## config.mk

```make
export PLATFORM = sky130hd
export DESIGN_NAME = bitmap_page_address_mapper
export DESIGN_NICKNAME = d
export VERILOG_FILES = /design/src/rtl/bpam_pkg.sv /design/src/rtl/bpam_cfg.sv /design/src/rtl/bpam_queue.sv /design/src/rtl/bpam_back.sv /design/src/rtl/bitmap_page_address_mapper.sv
export VERILOG_INCLUDE_DIRS = /design/src /design/src/rtl
export SDC_FILE = /design/constraint.sdc
export NUM_CORES = 1
export LEC_CHECK = 0
export BUFFER_PORTS_ARGS = -buffer_cell sky130_fd_sc_hd__buf_2
export CORE_MARGIN = 10
export CORE_UTILIZATION = 59
export CTS_BUF_LIST = sky130_fd_sc_hd__clkbuf_4 sky130_fd_sc_hd__clkbuf_8
export CTS_CLUSTER_DIAMETER = 200
export CTS_CLUSTER_SIZE = 20
export DETAILED_ROUTE_END_ITERATION = 7
export GPL_TIMING_DRIVEN = 0
export PLACE_DENSITY = 0.82
export SYNTH_ARGS = -nofsm -noshare
export SYNTH_HDL_FRONTEND = slang
export SYNTH_SLANG_ARGS = --single-unit
```

## constraint.sdc

```tcl
create_clock -name clk -period 35.9 [get_ports clk]
set_input_delay 0 -clock clk [delete_from_list [all_inputs] [get_ports clk]]
set_output_delay 0 -clock clk [all_outputs]
set_load 0.1 [all_outputs]
```

## src/rtl/assert_macros.svh

```systemverilog
// Assertion helper macros shared by the mapper RTL.
// Depends on nothing; included by modules that carry assertions.
`ifndef ASSERT_MACROS_SVH
`define ASSERT_MACROS_SVH
`ifndef SYNTHESIS
`define BPAM_ASSERT(lbl, clk, rstn, prop) \
	lbl: assert property (@(posedge clk) disable iff (!rstn) prop) \
		else $error("assertion failed");
`define BPAM_ASSERT_NEXT(lbl, clk, rstn, ante, cons) \
	lbl: assert property (@(posedge clk) disable iff (!rstn) (ante) |=> (cons)) \
		else $error("assertion failed");
`else
`define BPAM_ASSERT(lbl, clk, rstn, prop)
`define BPAM_ASSERT_NEXT(lbl, clk, rstn, ante, cons)
`endif
`endif

```

## src/rtl/bpam_pkg.sv

```systemverilog
// Shared types and constants of the bitmap page address mapper.
// Depends on nothing; used by bpam_cfg, bpam_back and the top level.
package bpam_pkg;
	localparam int STRIDE_W    = 24;
	localparam int PAGE_W      = 21;
	localparam int SEQ_W       = 6;
	localparam int HDR_W       = 7;
	localparam int DIV_STEPS   = 4;
	localparam int BASE_HEADER = 4;
	localparam int HEADER_MAX  = 127;
	localparam int PAGE_RESET  = 4096;
	localparam int SEQ_RESET   = 16;

	typedef enum logic {
		REG_PAGE_BYTES = 1'b0,
		REG_SEQ_BYTES  = 1'b1
	} reg_idx_t;

	typedef enum logic [1:0] {
		ST_IDLE,
		ST_DIV,
		ST_DONE
	} back_state_t;

	typedef struct packed {
		logic [STRIDE_W-1:0] stride;
		logic [PAGE_W-1:0]   page_bytes;
		logic [SEQ_W-1:0]    seq_bytes;
		logic                bad;
	} cfg_t;
endpackage

```

## src/rtl/bpam_cfg.sv

```systemverilog
// Configuration registers and derived extent stride.
// Depends on bpam_pkg.
module bpam_cfg (
	input  logic                clk,
	input  logic                arst_n,
	input  logic                psel,
	input  logic                penable,
	input  logic                pwrite,
	input  logic [2:0]          paddr,
	input  logic [31:0]         pwdata,
	output logic [31:0]         prdata,
	output logic                pready,
	output bpam_pkg::cfg_t      cfg
);
	logic [bpam_pkg::PAGE_W-1:0] page_q;
	logic [bpam_pkg::SEQ_W-1:0]  seq_q;
	bpam_pkg::reg_idx_t          idx;
	logic [bpam_pkg::PAGE_W-1:0] used;
	logic [bpam_pkg::PAGE_W-1:0] diff;
	logic [7:0]                  full_hdr;
	logic                        wr;

	assign pready = 1'b1;
	assign idx    = bpam_pkg::reg_idx_t'(paddr[2]);
	assign wr     = psel & penable & pwrite;

	// Register writes.
	always_ff @(posedge clk or negedge arst_n) begin
		if (!arst_n) begin
			page_q <= bpam_pkg::PAGE_W'(bpam_pkg::PAGE_RESET);
			seq_q  <= bpam_pkg::SEQ_W'(bpam_pkg::SEQ_RESET);
		end else if (wr) begin
			case (idx)
				bpam_pkg::REG_PAGE_BYTES: page_q <= pwdata[bpam_pkg::PAGE_W-1:0];
				bpam_pkg::REG_SEQ_BYTES:  seq_q  <= pwdata[bpam_pkg::SEQ_W-1:0];
				default: ;
			endcase
		end
	end

	// Register reads.
	always_comb begin
		case (idx)
			bpam_pkg::REG_PAGE_BYTES: prdata = 32'(page_q);
			bpam_pkg::REG_SEQ_BYTES:  prdata = 32'(seq_q);
			default:                  prdata = '0;
		endcase
	end

	// Stride is the bitmap bit count plus one; the bit count saturates at zero.
	assign used     = bpam_pkg::PAGE_W'(bpam_pkg::BASE_HEADER) + bpam_pkg::PAGE_W'(seq_q);
	assign diff     = (page_q > used) ? (page_q - used) : '0;
	assign full_hdr = 8'(bpam_pkg::BASE_HEADER) + {1'b0, seq_q, 1'b0};

	always_comb begin
		cfg.stride     = {diff, 3'b000} + bpam_pkg::STRIDE_W'(1);
		cfg.page_bytes = page_q;
		cfg.seq_bytes  = seq_q;
		cfg.bad        = (page_q <= bpam_pkg::PAGE_W'(full_hdr));
	end
endmodule

```

## src/rtl/bpam_queue.sv

```systemverilog
// Two-entry queue between the accepting front and the divider back end.
// Depends on the assertion macros.
`include "assert_macros.svh"
module bpam_queue #(
	parameter int W = 64
) (
	input  logic         clk,
	input  logic         arst_n,
	input  logic         in_valid,
	output logic         in_ready,
	input  logic [W-1:0] in_data,
	output logic         out_valid,
	input  logic         out_pop,
	output logic [W-1:0] out_data
);
	logic [W-1:0] mem_q [2];
	logic         wr_ptr_q;
	logic         rd_ptr_q;
	logic [1:0]   count_q;
	logic         push;
	logic         pop;

	assign in_ready  = (count_q != 2'd2);
	assign out_valid = (count_q != 2'd0);
	assign out_data  = mem_q[rd_ptr_q];
	assign push      = in_valid & in_ready;
	assign pop       = out_pop & out_valid;

	// Entry storage.
	always_ff @(posedge clk) begin
		if (push) begin
			mem_q[wr_ptr_q] <= in_data;
		end
	end

	// Pointers and fill count.
	always_ff @(posedge clk or negedge arst_n) begin
		if (!arst_n) begin
			wr_ptr_q <= 1'b0;
			rd_ptr_q <= 1'b0;
			count_q  <= 2'd0;
		end else begin
			if (push) begin
				wr_ptr_q <= ~wr_ptr_q;
			end
			if (pop) begin
				rd_ptr_q <= ~rd_ptr_q;
			end
			count_q <= count_q + 2'(push) - 2'(pop);
		end
	end

	`BPAM_ASSERT(a_count_max, clk, arst_n, count_q != 2'd3)
	`BPAM_ASSERT_NEXT(a_count_up, clk, arst_n, push && !pop, count_q == $past(count_q) + 2'd1)
endmodule

```

## src/rtl/bpam_back.sv

```systemverilog
// Back end: iterative divider by the stride and the result register.
// Depends on bpam_pkg and the assertion macros.
`include "assert_macros.svh"
module bpam_back #(
	parameter int W = 64
) (
	input  logic           clk,
	input  logic           arst_n,
	input  bpam_pkg::cfg_t cfg,
	input  logic           q_valid,
	input  logic [W-1:0]   q_data,
	output logic           q_pop,
	output logic           out_valid,
	input  logic           out_ready,
	output logic           bitmap,
	output logic [W-1:0]   extent,
	output logic [W-1:0]   owning,
	output logic [W-1:0]   bitpos,
	output logic [W-1:0]   next_page,
	output logic           next_ok
);
	localparam int CYC   = (W + bpam_pkg::DIV_STEPS - 1) / bpam_pkg::DIV_STEPS;
	localparam int DW    = CYC * bpam_pkg::DIV_STEPS;
	localparam int CNT_W = $clog2(CYC + 1);
	localparam int XW    = ((W > bpam_pkg::STRIDE_W) ? W : bpam_pkg::STRIDE_W) + 1;

	bpam_pkg::back_state_t         state_q;
	bpam_pkg::back_state_t         state_n;
	logic [CNT_W-1:0]              cnt_q;
	logic [bpam_pkg::STRIDE_W-1:0] rem_q;
	logic [DW-1:0]                 quo_q;
	logic [W-1:0]                  page_q;
	logic [bpam_pkg::STRIDE_W-1:0] r_c;
	logic [DW-1:0]                 q_c;
	logic [bpam_pkg::STRIDE_W:0]   t_c;
	logic                          load;
	logic                          last;
	logic                          out_valid_q;
	logic                          bitmap_q;
	logic                          ok_q;
	logic [W-1:0]                  extent_q;
	logic [W-1:0]                  owning_q;
	logic [W-1:0]                  bitpos_q;
	logic [W-1:0]                  next_q;
	logic [XW-1:0]                 rem_x;
	logic [XW-1:0]                 page_x;
	logic [XW-1:0]                 sum_x;
	logic                          fits;

	// DIV_STEPS restoring division steps per cycle.
	always_comb begin
		r_c = rem_q;
		q_c = quo_q;
		t_c = '0;
		for (int i = 0; i < bpam_pkg::DIV_STEPS; i++) begin
			t_c = {r_c, q_c[DW-1]};
			q_c = {q_c[DW-2:0], 1'b0};
			if (t_c >= {1'b0, cfg.stride}) begin
				t_c    = t_c - {1'b0, cfg.stride};
				q_c[0] = 1'b1;
			end
			r_c = t_c[bpam_pkg::STRIDE_W-1:0];
		end
	end

	assign last = (cnt_q == CNT_W'(CYC - 1));
	assign load = (state_q == bpam_pkg::ST_DONE) && (!out_valid_q || out_ready);

	// Next state.
	always_comb begin
		state_n = state_q;
		case (state_q)
			bpam_pkg::ST_IDLE: if (q_valid) state_n = bpam_pkg::ST_DIV;
			bpam_pkg::ST_DIV:  if (last) state_n = bpam_pkg::ST_DONE;
			bpam_pkg::ST_DONE: begin
				if (load) state_n = q_valid ? bpam_pkg::ST_DIV : bpam_pkg::ST_IDLE;
			end
			default:           state_n = bpam_pkg::ST_IDLE;
		endcase
	end

	// State outputs.
	always_comb begin
		case (state_q)
			bpam_pkg::ST_IDLE: q_pop = q_valid;
			bpam_pkg::ST_DONE: q_pop = load & q_valid;
			default:           q_pop = 1'b0;
		endcase
	end

	always_ff @(posedge clk or negedge arst_n) begin
		if (!arst_n) begin
			state_q <= bpam_pkg::ST_IDLE;
			cnt_q   <= '0;
		end else begin
			state_q <= state_n;
			if (q_pop) begin
				cnt_q <= '0;
			end else if (state_q == bpam_pkg::ST_DIV) begin
				cnt_q <= cnt_q + CNT_W'(1);
			end
		end
	end

	// Divider datapath.
	always_ff @(posedge clk) begin
		if (q_pop) begin
			page_q <= q_data;
			quo_q  <= DW'(q_data);
			rem_q  <= '0;
		end else if (state_q == bpam_pkg::ST_DIV) begin
			rem_q <= r_c;
			quo_q <= q_c;
		end
	end

	// Result arithmetic from quotient and remainder.
	assign rem_x  = XW'(rem_q);
	assign page_x = XW'(page_q);
	assign sum_x  = page_x + XW'(cfg.stride);
	assign fits   = ((sum_x >> W) == '0);

	always_ff @(posedge clk or negedge arst_n) begin
		if (!arst_n) begin
			out_valid_q <= 1'b0;
		end else if (load) begin
			out_valid_q <= 1'b1;
		end else if (out_ready) begin
			out_valid_q <= 1'b0;
		end
	end

	always_ff @(posedge clk) begin
		if (load) begin
			bitmap_q <= (rem_q == '0);
			ok_q     <= (rem_q == '0) && fits;
			extent_q <= quo_q[W-1:0];
			owning_q <= W'(page_x - rem_x);
			bitpos_q <= W'(rem_x - XW'(1));
			next_q   <= ((rem_q == '0) && fits) ? W'(sum_x) : '0;
		end
	end

	assign out_valid = out_valid_q;
	assign bitmap    = bitmap_q;
	assign next_ok   = ok_q;
	assign extent    = extent_q;
	assign owning    = owning_q;
	assign bitpos    = bitpos_q;
	assign next_page = next_q;

	`BPAM_ASSERT(a_rem_below_stride, clk, arst_n, (state_q == bpam_pkg::ST_DIV) |-> (rem_q < cfg.stride))
	`BPAM_ASSERT(a_ok_needs_bitmap, clk, arst_n, (out_valid_q && ok_q) |-> bitmap_q)
	`BPAM_ASSERT(a_bitmap_pos_ones, clk, arst_n, (out_valid_q && bitmap_q) |-> (&bitpos_q))
endmodule

```

## src/rtl/bitmap_page_address_mapper.sv

```systemverilog
// The divider retires four quotient bits per cycle and works on one page id at a time;
// a two-entry queue absorbs bursts, and a finished result waits until out_ready frees
// the output register.
// Reset: arst_n clears all control; registers return to 4096-byte pages and
// 16-byte sequence numbers.
// Top level; depends on bpam_pkg, bpam_cfg, bpam_queue and bpam_back.
module bitmap_page_address_mapper #(
	parameter int PAGE_ID_BITS = 64
) (
	input  logic        clk,
	input  logic        arst_n,
	input  logic        psel,
	input  logic        penable,
	input  logic        pwrite,
	input  logic [2:0]  paddr,
	input  logic [31:0] pwdata,
	output logic [31:0] prdata,
	output logic        pready,
	input  logic        in_valid,
	output logic        in_ready,
	input  logic [63:0] page_number,
	output logic        out_valid,
	input  logic        out_ready,
	output logic        is_bitmap_page,
	output logic        has_writer_sequence,
	output logic [63:0] extent_index,
	output logic [63:0] owning_bitmap_page,
	output logic [63:0] bit_position,
	output logic [63:0] next_bitmap_page,
	output logic        next_ok,
	output logic [6:0]  header_bytes,
	output logic [20:0] content_bytes,
	output logic        config_bad
);
	bpam_pkg::cfg_t          cfg;
	logic                    q_valid;
	logic                    q_pop;
	logic [PAGE_ID_BITS-1:0] q_data;
	logic [PAGE_ID_BITS-1:0] extent;
	logic [PAGE_ID_BITS-1:0] owning;
	logic [PAGE_ID_BITS-1:0] bitpos;
	logic [PAGE_ID_BITS-1:0] next_page;
	logic                    bitmap;
	logic [7:0]              hdr_raw;
	logic [bpam_pkg::HDR_W-1:0] hdr;

	bpam_cfg u_cfg (
		.clk(clk), .arst_n(arst_n), .psel(psel), .penable(penable), .pwrite(pwrite),
		.paddr(paddr), .pwdata(pwdata), .prdata(prdata), .pready(pready), .cfg(cfg)
	);

	// Front: accept beats, keep only the page id bits.
	bpam_queue #(.W(PAGE_ID_BITS)) u_queue (
		.clk(clk), .arst_n(arst_n), .in_valid(in_valid), .in_ready(in_ready),
		.in_data(page_number[PAGE_ID_BITS-1:0]), .out_valid(q_valid),
		.out_pop(q_pop), .out_data(q_data)
	);

	bpam_back #(.W(PAGE_ID_BITS)) u_back (
		.clk(clk), .arst_n(arst_n), .cfg(cfg), .q_valid(q_valid), .q_data(q_data),
		.q_pop(q_pop), .out_valid(out_valid), .out_ready(out_ready), .bitmap(bitmap),
		.extent(extent), .owning(owning), .bitpos(bitpos), .next_page(next_page),
		.next_ok(next_ok)
	);

	// Header holds one sequence number on bitmap pages and two on data pages.
	assign hdr_raw = 8'(bpam_pkg::BASE_HEADER)
		+ (bitmap ? {2'b00, cfg.seq_bytes} : {1'b0, cfg.seq_bytes, 1'b0});
	assign hdr = (hdr_raw > 8'(bpam_pkg::HEADER_MAX)) ?
		bpam_pkg::HDR_W'(bpam_pkg::HEADER_MAX) : hdr_raw[bpam_pkg::HDR_W-1:0];

	assign is_bitmap_page      = bitmap;
	assign has_writer_sequence = ~bitmap;
	assign extent_index        = 64'(extent);
	assign owning_bitmap_page  = 64'(owning);
	assign bit_position        = 64'(bitpos);
	assign next_bitmap_page    = 64'(next_page);
	assign header_bytes        = hdr;
	assign content_bytes       = cfg.bad ? '0 : (cfg.page_bytes - bpam_pkg::PAGE_W'(hdr));
	assign config_bad          = cfg.bad;
endmodule
```

* Word-level counts from Yosys, hierarchy flattened
Memory sizes are Yosys's and may differ from the RTL's.
Cells that the tools add are included.
** Cells by class
- Add/subtract/negate cells :: 16
- Multipliers :: 0
- Div/mod/pow operators :: 0
- Order comparisons :: 7
- Equal/unequal tests :: 7
- Shift-type cells :: 0
- Multiplexer cells :: 27
- Bitwise operators :: 9
- Reductions and logical operators :: 13
** Operators by type and width (count)
- $mux W64 :: 2
- $ge A25 B24 Y1 :: 4
- $mux W24 :: 4
- $sub A24 B24 Y24 :: 4
- $add A64 B24 Y65 :: 1
- $logic_not A65 Y1 :: 1
- $pmux W32 S2 :: 1
- $sub A64 B24 Y64 :: 1
- $mux W21 :: 2
- $sub A24 B1 Y25 const B :: 1
- $add A24 B1 Y24 const B :: 1
- $logic_not A24 Y1 :: 1
- $gt A21 B21 Y1 :: 1
- $le A21 B8 Y1 :: 1
- $sub A21 B21 Y21 :: 1
- $sub A21 B7 Y21 :: 1
- $add A3 B7 Y8 const A :: 2
- $mux W7 :: 2
- $mux W5 :: 2
- $mux W1 :: 9
- $gt A8 B7 Y1 const B :: 1
- $add A3 B6 Y7 const A :: 1
- $mux W2 :: 3
- $ne A2 B1 Y1 const B :: 3
- 18 further kinds :: 29
** Storage, ports and cells
- Bits in registers :: 449
- Bits in latches :: 0
- RAM bits :: 128
- Bits in read-only memories :: 0
- Output and inout bits :: 323
- Word-level logic and storage cells :: 97
- Memories :: 1
** Memory list
- u_queue.mem_q :: depth 2, bits a word 64, read ports 1, clocked after memory_dff 0, write ports 1, line bpam_queue.sv:16 : logic [W-1:0] mem_q [2];

* Depth between registers and ports, before layout
Gate-level depths: netlist (run 1).
- Word-level depth :: 14
- Depth in mapped cells :: 69
- Mapped depth without buffers :: 63

* By module
Synthesis (run 1) repeated with hierarchy kept, for this count alone.
** Unflattened totals
- Cell total of the unflattened synthesis :: 2833
- Area total of the unflattened synthesis :: 31303.8 um2
** By module, submodules not included
- bpam_back :: instances 1, cells an instance 2215, area each 22881.9 um2
- bpam_queue :: instances 1, cells an instance 216, area each 5023.6 um2
- bpam_cfg :: instances 1, cells an instance 238, area each 2319.7 um2
- bitmap_page_address_mapper :: instances 1, cells an instance 164, area each 1078.5 um2

* Worst setup path after synthesis (run 1)
Ideal clock, no wire load.
- Path kind :: reg2reg
- Start point :: register u_cfg.seq_q[1] (netlist name)
- End point :: register u_back.rem_q[11] (netlist name)
- Setup time :: 225 ps
- Arrival :: 12103 ps
- Slack :: 23572 ps
- Cell stages (with the launch flop) :: 65
- Buffers on the path :: 9
- Clock period less this slack :: 12328 ps
- Cell sequence :: dfrtp_1 > clkbuf_1 > inv_1 > ha_1 > a21o_1 > a21o_1 > a21oi_1 > o21bai_1 > a21o_1 > a21o_1 > a211oi_1 > clkbuf_1 > nand2b_1 > ha_1 > o21ai_1 > a21oi_1 > o311a_1 > nand2b_1 > (+29 left out) > nand2_1 > o21ai_0 > ha_1 > clkbuf_1 > a21o_1 > a21o_1 > a21o_1 > a21oi_1 > nor2b_1 > o21ai_0 > o311ai_0 > a31oi_1 > o21ai_1 > nor3_2 > buf_2 > buf_4 > mux2i_1 > o22ai_1
** On the way
- Longest elaborated chain between the ends :: 12
** RTL lines
- start, declared :: line bpam_cfg.sv:16 : logic [bpam_pkg::SEQ_W-1:0] seq_q;
- start signal, assigned :: line bpam_cfg.sv:31 : seq_q <= bpam_pkg::SEQ_W'(bpam_pkg::SEQ_RESET);
- start signal, assigned :: line bpam_cfg.sv:35 : bpam_pkg::REG_SEQ_BYTES: seq_q <= pwdata[bpam_pkg::SEQ_W-1:0];
- $add A3 B6 Y7 * :: line bpam_cfg.sv:51 : assign used = bpam_pkg::PAGE_W'(bpam_pkg::BASE_HEADER) + bpam_pkg::PAGE_W'(seq_q);
- $sub A21 B21 Y21 / $gt A21 B21 Y1 (equally long branches) :: line bpam_cfg.sv:52 : assign diff = (page_q > used) ? (page_q - used) : '0;
- $mux W21 * :: line bpam_cfg.sv:52
- $add A24 B1 Y24 * :: line bpam_cfg.sv:56 : cfg.stride = {diff, 3'b000} + bpam_pkg::STRIDE_W'(1);
- $sub A24 B24 Y24 / $ge A25 B24 Y1 (equally long branches) :: line bpam_back.sv:59, bpam_back.sv:58
- $mux W24 :: line bpam_back.sv:58 : if (t_c >= {1'b0, cfg.stride}) begin
- $sub A24 B24 Y24 / $ge A25 B24 Y1 (equally long branches) :: line bpam_back.sv:59, bpam_back.sv:58
- $mux W24 :: line bpam_back.sv:58
- $sub A24 B24 Y24 / $ge A25 B24 Y1 (equally long branches) :: line bpam_back.sv:59, bpam_back.sv:58
- $mux W24 :: line bpam_back.sv:58
- $sub A24 B24 Y24 / $ge A25 B24 Y1 (equally long branches) :: line bpam_back.sv:59, bpam_back.sv:58
- $mux W24 * :: line bpam_back.sv:58
- end signal, assigned :: line bpam_back.sv:112 : rem_q <= r_c;
- end, declared :: line bpam_back.sv:30 : logic [bpam_pkg::STRIDE_W-1:0] rem_q;
Every way passes the cells marked *; elsewhere a longest branch is shown, timed or not.
A chain may end at the register's enable or synchronous reset.

* Worst setup path in the final report (run 1)
- Start point :: register u_cfg.seq_q[1] (netlist name)
- End point :: register u_back.rem_q[12] (netlist name)
Same word-level chain as after synthesis.

==> run_results.csv, run 1 <==
group,metric,value,unit
layout,final_area,35600,sq um
synthesis,synth-seq-area-share,0.516,
critical_path,crit_type,"flip-flop to flip-flop",
die,fp.dieH,247,um
worst_hold_path,hold_path.class,"input port to flip-flop",
die,initial_utilization,0.595,
clock_tree,cts_tree,"yes",
synthesis,synth_area,30500,sq um
synthesis,yosysTopAreaCell,"edfxtp_1",
sta,fin_crit_sh,0.488,
detailed_routing,topRoutingLayerUsed,"met5",
clock_tree,cts_root_buf,"clkbuf_8",
sta,setup_viol,0,
job,drv_cap,2,
sta,final.setup_skew,0.142,ns
synthesis,synth_edf_count,475,
clock_tree,clk_latency,0.79,ns
critical_path,critPathSlowestCell,"a2111oi_1",
die,ioPinCount,429,
layout,drive_above_1_share,0.229,
global_routing,grt_use_total,0.332,
critical_path,cp-end-kind,"flip-flop",
clock_tree,clkTransAtPathRegs,0.13,ns
detailed_routing,drc,0,
sta,final_hold_viol_count,0,
synthesis,synth_cells,2702,
global_routing,grt_pass1_wl,154000,um
detailed_routing,drt_iter0_drc,3118,
synthesis,synthTopCellsByArea,"edfxtp_1, ha_1, mux2_2",
synthesis,synthTopCellsByCount,"edfxtp_1, nor2_1, nand2_1",
critical_path,cp_slowest_stage_delay,0.83,ns
synthesis,async_flop_share,0.0725,
synthesis,yosys_warnings,0,
clock_tree,max-clock-path-buffers,3,
synthesis,synth.distinct_cells,100,
sta,rsz0062_at_grt,"no",
critical_path,arrival,18.11,ns
sta,worstMarginPinSlew,1.55,ns
critical_path,crit_top_cell,"a21oi_1",
layout,fin_nets,3562,
synthesis,synth_most_common_cell,"edfxtp_1",
detailed_routing,wl_met1,41100,um
sta,max_freq,57.1,MHz
synthesis,ys_ff_latch,538,
synthesis,synth_top_area_frac,0.468,
sta,finalMaxSlewViolations,6,
clock_tree,htree_levels,1,
sta,final.setup.tns,0,ns
synthesis,synth_ff_type,"edfxtp_1",
status,violations,"max-capacitance violations, max-slew violations",
global_routing,grt_pass1_vias,24100,
global_routing,grt_start_max_net_pins,59,
global_routing,overflow,0,
detailed_routing,ant_nets,0,
sta,slew_headroom,-0.0663,
detailed_routing,vias,24500,
clock_tree,cts_setup_buffers,0,
detailed_routing,met2_length,48300,um
clock_tree,cts_buffers,30,
detailed_routing,routed-wl-met3,10400,um
sta,period_needed,17.52,ns
place,finalWeightedCongestion,1.02,
critical_path,startpoint_type,"flip-flop",
clock_tree,postCtsHoldBufs,126,
clock_tree,clock_sinks,538,
detailed_routing,drt_wl_total,104000,um
detailed_routing,post_drt_wl_per_cell,26.0,um
detailed_routing,firstDrtPassIters,5,
die,core.rowCount,83,
die,dieWidth,247,um
critical_path,cp_max_fo,10,
synthesis,avgSynthCellArea,11.3,sq um
die,die_area,61100,sq um
global_routing,antenna_found_initial,11,
status,outcome,"finished, violations left",
clock_tree,ctsResizeCount,0,
place,dpl_cell_area,33700,sq um
layout,area_growth,16.7,%
detailed_routing,vias_per_cell,6.14,
die,coreArea,51200,sq um
place,numPortBuffers,403,
layout,final_util,0.695,
place,dp_cells,3807,
layout,finalNonFillerCells,3995,
critical_path,required,36.49,ns
place,dp_hpwl,78200,um
==> critical path: cells and delay by family (launching register included) <==
kind                     cells  cell delay, ns
multiplexers                 1            0.23
flip-flops                   1            0.40
AND/OR/NAND/NOR             16            2.92
buffers and inverters       12            3.84
AO/OA/AOI/OAI               30            8.27
adder cells (fa/ha/maj)      5            1.78
==> placed cells by master (no fill, tap or decap), types with 12 or more instances in the layout <==
cell type	synthesis	final
a21o_1	66	66
a21oi_1	164	164
a31oi_1	19	19
and2_1	18	18
and3_1	37	36
buf_2	3	406
buf_4	53	53
clkbuf_1	70	68
clkbuf_4	0	26
clkbuf_8	0	31
conb_1	2	12
dfrtp_1	37	37
dfxtp_1	24	24
dlygate4sd3_1	0	126
edfxtp_1	475	475
ha_1	168	168
inv_1	126	126
mux2_2	167	167
nand2_1	180	180
nand2b_1	36	36
nand3_1	73	73
nand4_1	21	21
nor2_1	219	217
nor2b_1	42	42
nor3_1	55	55
nor4_1	26	26
o21ai_0	97	97
o21ai_1	13	13
o21bai_1	23	23
o22ai_1	14	14
or2_2	20	20
or3_1	20	20
xnor2_1	134	134
xor2_1	120	120
==> area by class of cell <==
class / count / area [sq um]
Buffer: 132 / 706
Clock inverter: 1 / 16.3
Tap cell: 680 / 851
Timing Repair Buffer: 541 / 3550
Inverter: 129 / 484
Antenna cell: 6 / 15.0
Clock buffer: 55 / 607
Fill cell: 3632 / 15600
Multi-Input combinational cell: 1913 / 13600
Sequential cell: 538 / 15700
==> metrics by stage <==
stage	hold slack, ns	setup slack (ns)
global route	0.0273	17.40
floorplan	-0.296	23.57
finish	0.00452	18.38
detailed placement	0.191	18.88
global placement	0.190	18.74
CTS	0.00164	18.89
==> routing by layer <==
metal,vias to the layer above,GRT usage
met5,-,0
met4,4,0.120
met3,238,0.0645
met2,1411,0.541
met1,11900,0.437
li1,11000,-
==> state kept, by name (all words and copies together) (netlist names), 24 cells and up <==
name	cells
u_back.bitpos	25
u_back.extent	64
u_back.next_page	64
u_back.owning	64
u_back.page_q	64
u_back.quo_q	64
u_back.rem_q	24
u_queue.mem_q	128
==> logic make-up after synthesis <==
kind of cell / synth area share
AO/OA/AOI/OAI: 0.111
XOR/XNOR: 0.0735
adder cells (fa/ha/maj): 0.0710
buffers and inverters: 0.0388
flip-flops: 0.516
multiplexers: 0.0647
other: 0.000246
AND/OR/NAND/NOR: 0.125
==> final timing paths <==
| check | to | cells past startpoint | from | slack, ns |
|---|---|---|---|---|
| setup / recovery | u_back.rem_q[12] | 64 | u_cfg.seq_q[1] | 18.38 |
| hold / removal | u_queue.mem_q[0][48] | 2 | page_number[48] | 0.005 |
| setup reg to reg | u_back.rem_q[12] | 64 | u_cfg.seq_q[1] | 18.38 |
| hold reg to reg | u_back.extent[6] | 0 | u_back.quo_q[6] | 0.42 |
| max in group asynchronous | u_queue.rd_ptr_q | 2 | arst_n | 35.11 |
| min in group asynchronous | u_back.state_q[1] | 2 | arst_n | 0.04 |
Power of run 1 is not shown: default switching activity piles up to over one toggle a cycle in this logic, so the estimate is an artifact.
==> inputs of run 2 (changes only) <==
==> constraint.sdc (replaced) <==
create_clock -name clk -period 16.9 [get_ports clk]
set_input_delay 0 -clock clk [delete_from_list [all_inputs] [get_ports clk]]
set_output_delay 0 -clock clk [all_outputs]
set_load 0.1 [all_outputs]
==> run 2 against run 1 <==
Net effect: the run still ends with max-capacitance violations, max-slew violations left; critical endpoint unchanged; routed wire length rose by 0.12%; cell count rose by 0.10%; worst hold slack better by 0.0079 ns.
==> run_results.csv, run 2 (synthesis gave the netlist of run 1 again) <==
group,metric,value,unit
sta,max_freq,62.5,MHz
sta,final_hold_viol_count,0,
global_routing,grt_use_total,0.332,
die,initial_utilization,0.595,
clock_tree,cts_buffers,30,
clock_tree,clkTransAtPathRegs,0.13,ns
layout,fin_nets,3562,
global_routing,antenna_found_initial,11,
detailed_routing,drt_iter0_drc,2922,
die,core.rowCount,83,
sta,worstMarginPinSlew,1.60,ns
die,die_area,61100,sq um
worst_hold_path,hold_path.class,"input port to flip-flop",
global_routing,grt_pass1_vias,24100,
layout,area_growth,16.9,%
critical_path,crit_type,"flip-flop to flip-flop",
critical_path,critPathSlowestCell,"a41oi_4",
layout,largest_reg_flops,128,
sta,rsz0062_at_grt,"no",
status,violations,"max-capacitance violations, max-slew violations",
critical_path,required,17.49,ns
layout,final_common_cell,"edfxtp_1",
critical_path,arrival,16.60,ns
detailed_routing,drc,0,
sta,final.setup_skew,0.139,ns
layout,regMostFlops,"u_queue.mem_q",
global_routing,grt_pass1_wl,154000,um
global_routing,overflow,0,
detailed_routing,vias_per_cell,6.12,
detailed_routing,ant_nets,0,
sta,fin_crit_sh,0.947,
sta,slew_headroom,-0.0734,
clock_tree,cts_tree,"yes",
clock_tree,cts_root_buf,"clkbuf_8",
detailed_routing,firstDrtPassIters,6,
detailed_routing,drt_wl_total,104000,um
layout,layout_common_cells,"edfxtp_1, buf_2, nor2_1, nand2_1, ha_1",
critical_path,cp_max_fo,10,
place,dp_hpwl,78200,um
place,pre_cts_ws,-0.116,ns
job,drv_cap,2,
die,ioPinCount,429,
global_routing,grt_start_max_net_pins,59,
clock_tree,htree_levels,1,
die,fp.dieH,247,um
sta,period_needed,16.01,ns
sta,timing.final.ws_setup,0.890,ns
status,outcome,"finished, violations left",
clock_tree,cts_setup_buffers,0,
detailed_routing,post_drt_wl_per_cell,26.0,um
sta,setup_viol,0,
critical_path,cp-end-kind,"flip-flop",
detailed_routing,vias,24500,
die,coreArea,51200,sq um
critical_path,startpoint_type,"flip-flop",
clock_tree,max-clock-path-buffers,3,
clock_tree,clock_sinks,538,
place,numPortBuffers,403,
critical_path,crit_top_cell,"a21oi_1",
sta,finalMaxSlewViolations,14,
critical_path,cp_slowest_stage_delay,0.57,ns
die,dieWidth,247,um
place,finalWeightedCongestion,1.02,
layout,drive_above_1_share,0.233,
clock_tree,clk_latency,0.79,ns
==> run 2: cell type report <==
cell class | instances | area [sq um]
repair buffers | 541 | 3550
well taps | 680 | 851
flip-flops and latches | 538 | 15700
clock inverters | 1 | 16.3
plain buffers | 132 | 717
fillers | 3620 | 15600
diodes | 10 | 25.0
clock buffers | 55 | 607
inverters | 129 | 484
multi-input cells | 1913 | 13700
==> run 2: critical path: cells and delay by family, from the launching register on <==
family	cells	cell delay, ns
adder cells (fa/ha/maj)	5	1.67
AO/OA/AOI/OAI	31	7.68
buffers and inverters	11	3.17
AND/OR/NAND/NOR	16	2.73
flip-flops	1	0.40
multiplexers	1	0.23
==> run 2: worst paths after layout <==
path	start	to	slack (ns)	cells past startpoint
setup / recovery	u_cfg.seq_q[1]	u_back.rem_q[12]	0.89	64
hold reg to reg	u_back.quo_q[6]	u_back.extent[6]	0.43	0
setup reg to reg	u_cfg.seq_q[1]	u_back.rem_q[12]	0.89	64
hold / removal	page_number[48]	u_queue.mem_q[0][48]	0.01	2
max in group asynchronous	arst_n	u_queue.rd_ptr_q	16.11	2
min in group asynchronous	arst_n	u_back.state_q[1]	0.04	2
==> run 2: layer usage <==
| metal | GRT usage | share of wire |
|---|---|---|
| met1 | 0.437 | 0.40 |
| met2 | 0.541 | 0.46 |
| met3 | 0.0645 | 0.098 |
| met4 | 0.120 | 0.041 |
| met5 | 0 | 0.00021 |
==> run 2: through the flow <==
step / setup TNS (ns) / cell area (sq um) / instances / hold slack [ns] / util
detailed placement: -0.378 / 33700 / 3807 / 0.191 / 0.658
global placement: -0.859 / 33400 / 3795 / 0.190 / 0.652
finish: 0 / 35600 / 3999 / 0.0125 / 0.696
CTS: 0 / 35600 / 3989 / 0.00164 / 0.695
floorplan: 0 / 30500 / 2712 / -0.296 / -
global route: 0 / 35600 / 3995 / 0.0273 / 0.696
==> run 2: timing repair <==
action | in CTS | in global routing
endpoints found under the setup margin | 5 | 25
hold buffers | 126 | 0
cloned | 0 | 0
gates resized for setup | 1 | 24
pin swaps | 0 | 0
endpoints found under the hold margin | 241 | 0
Power of run 2 is left out for the same reason.
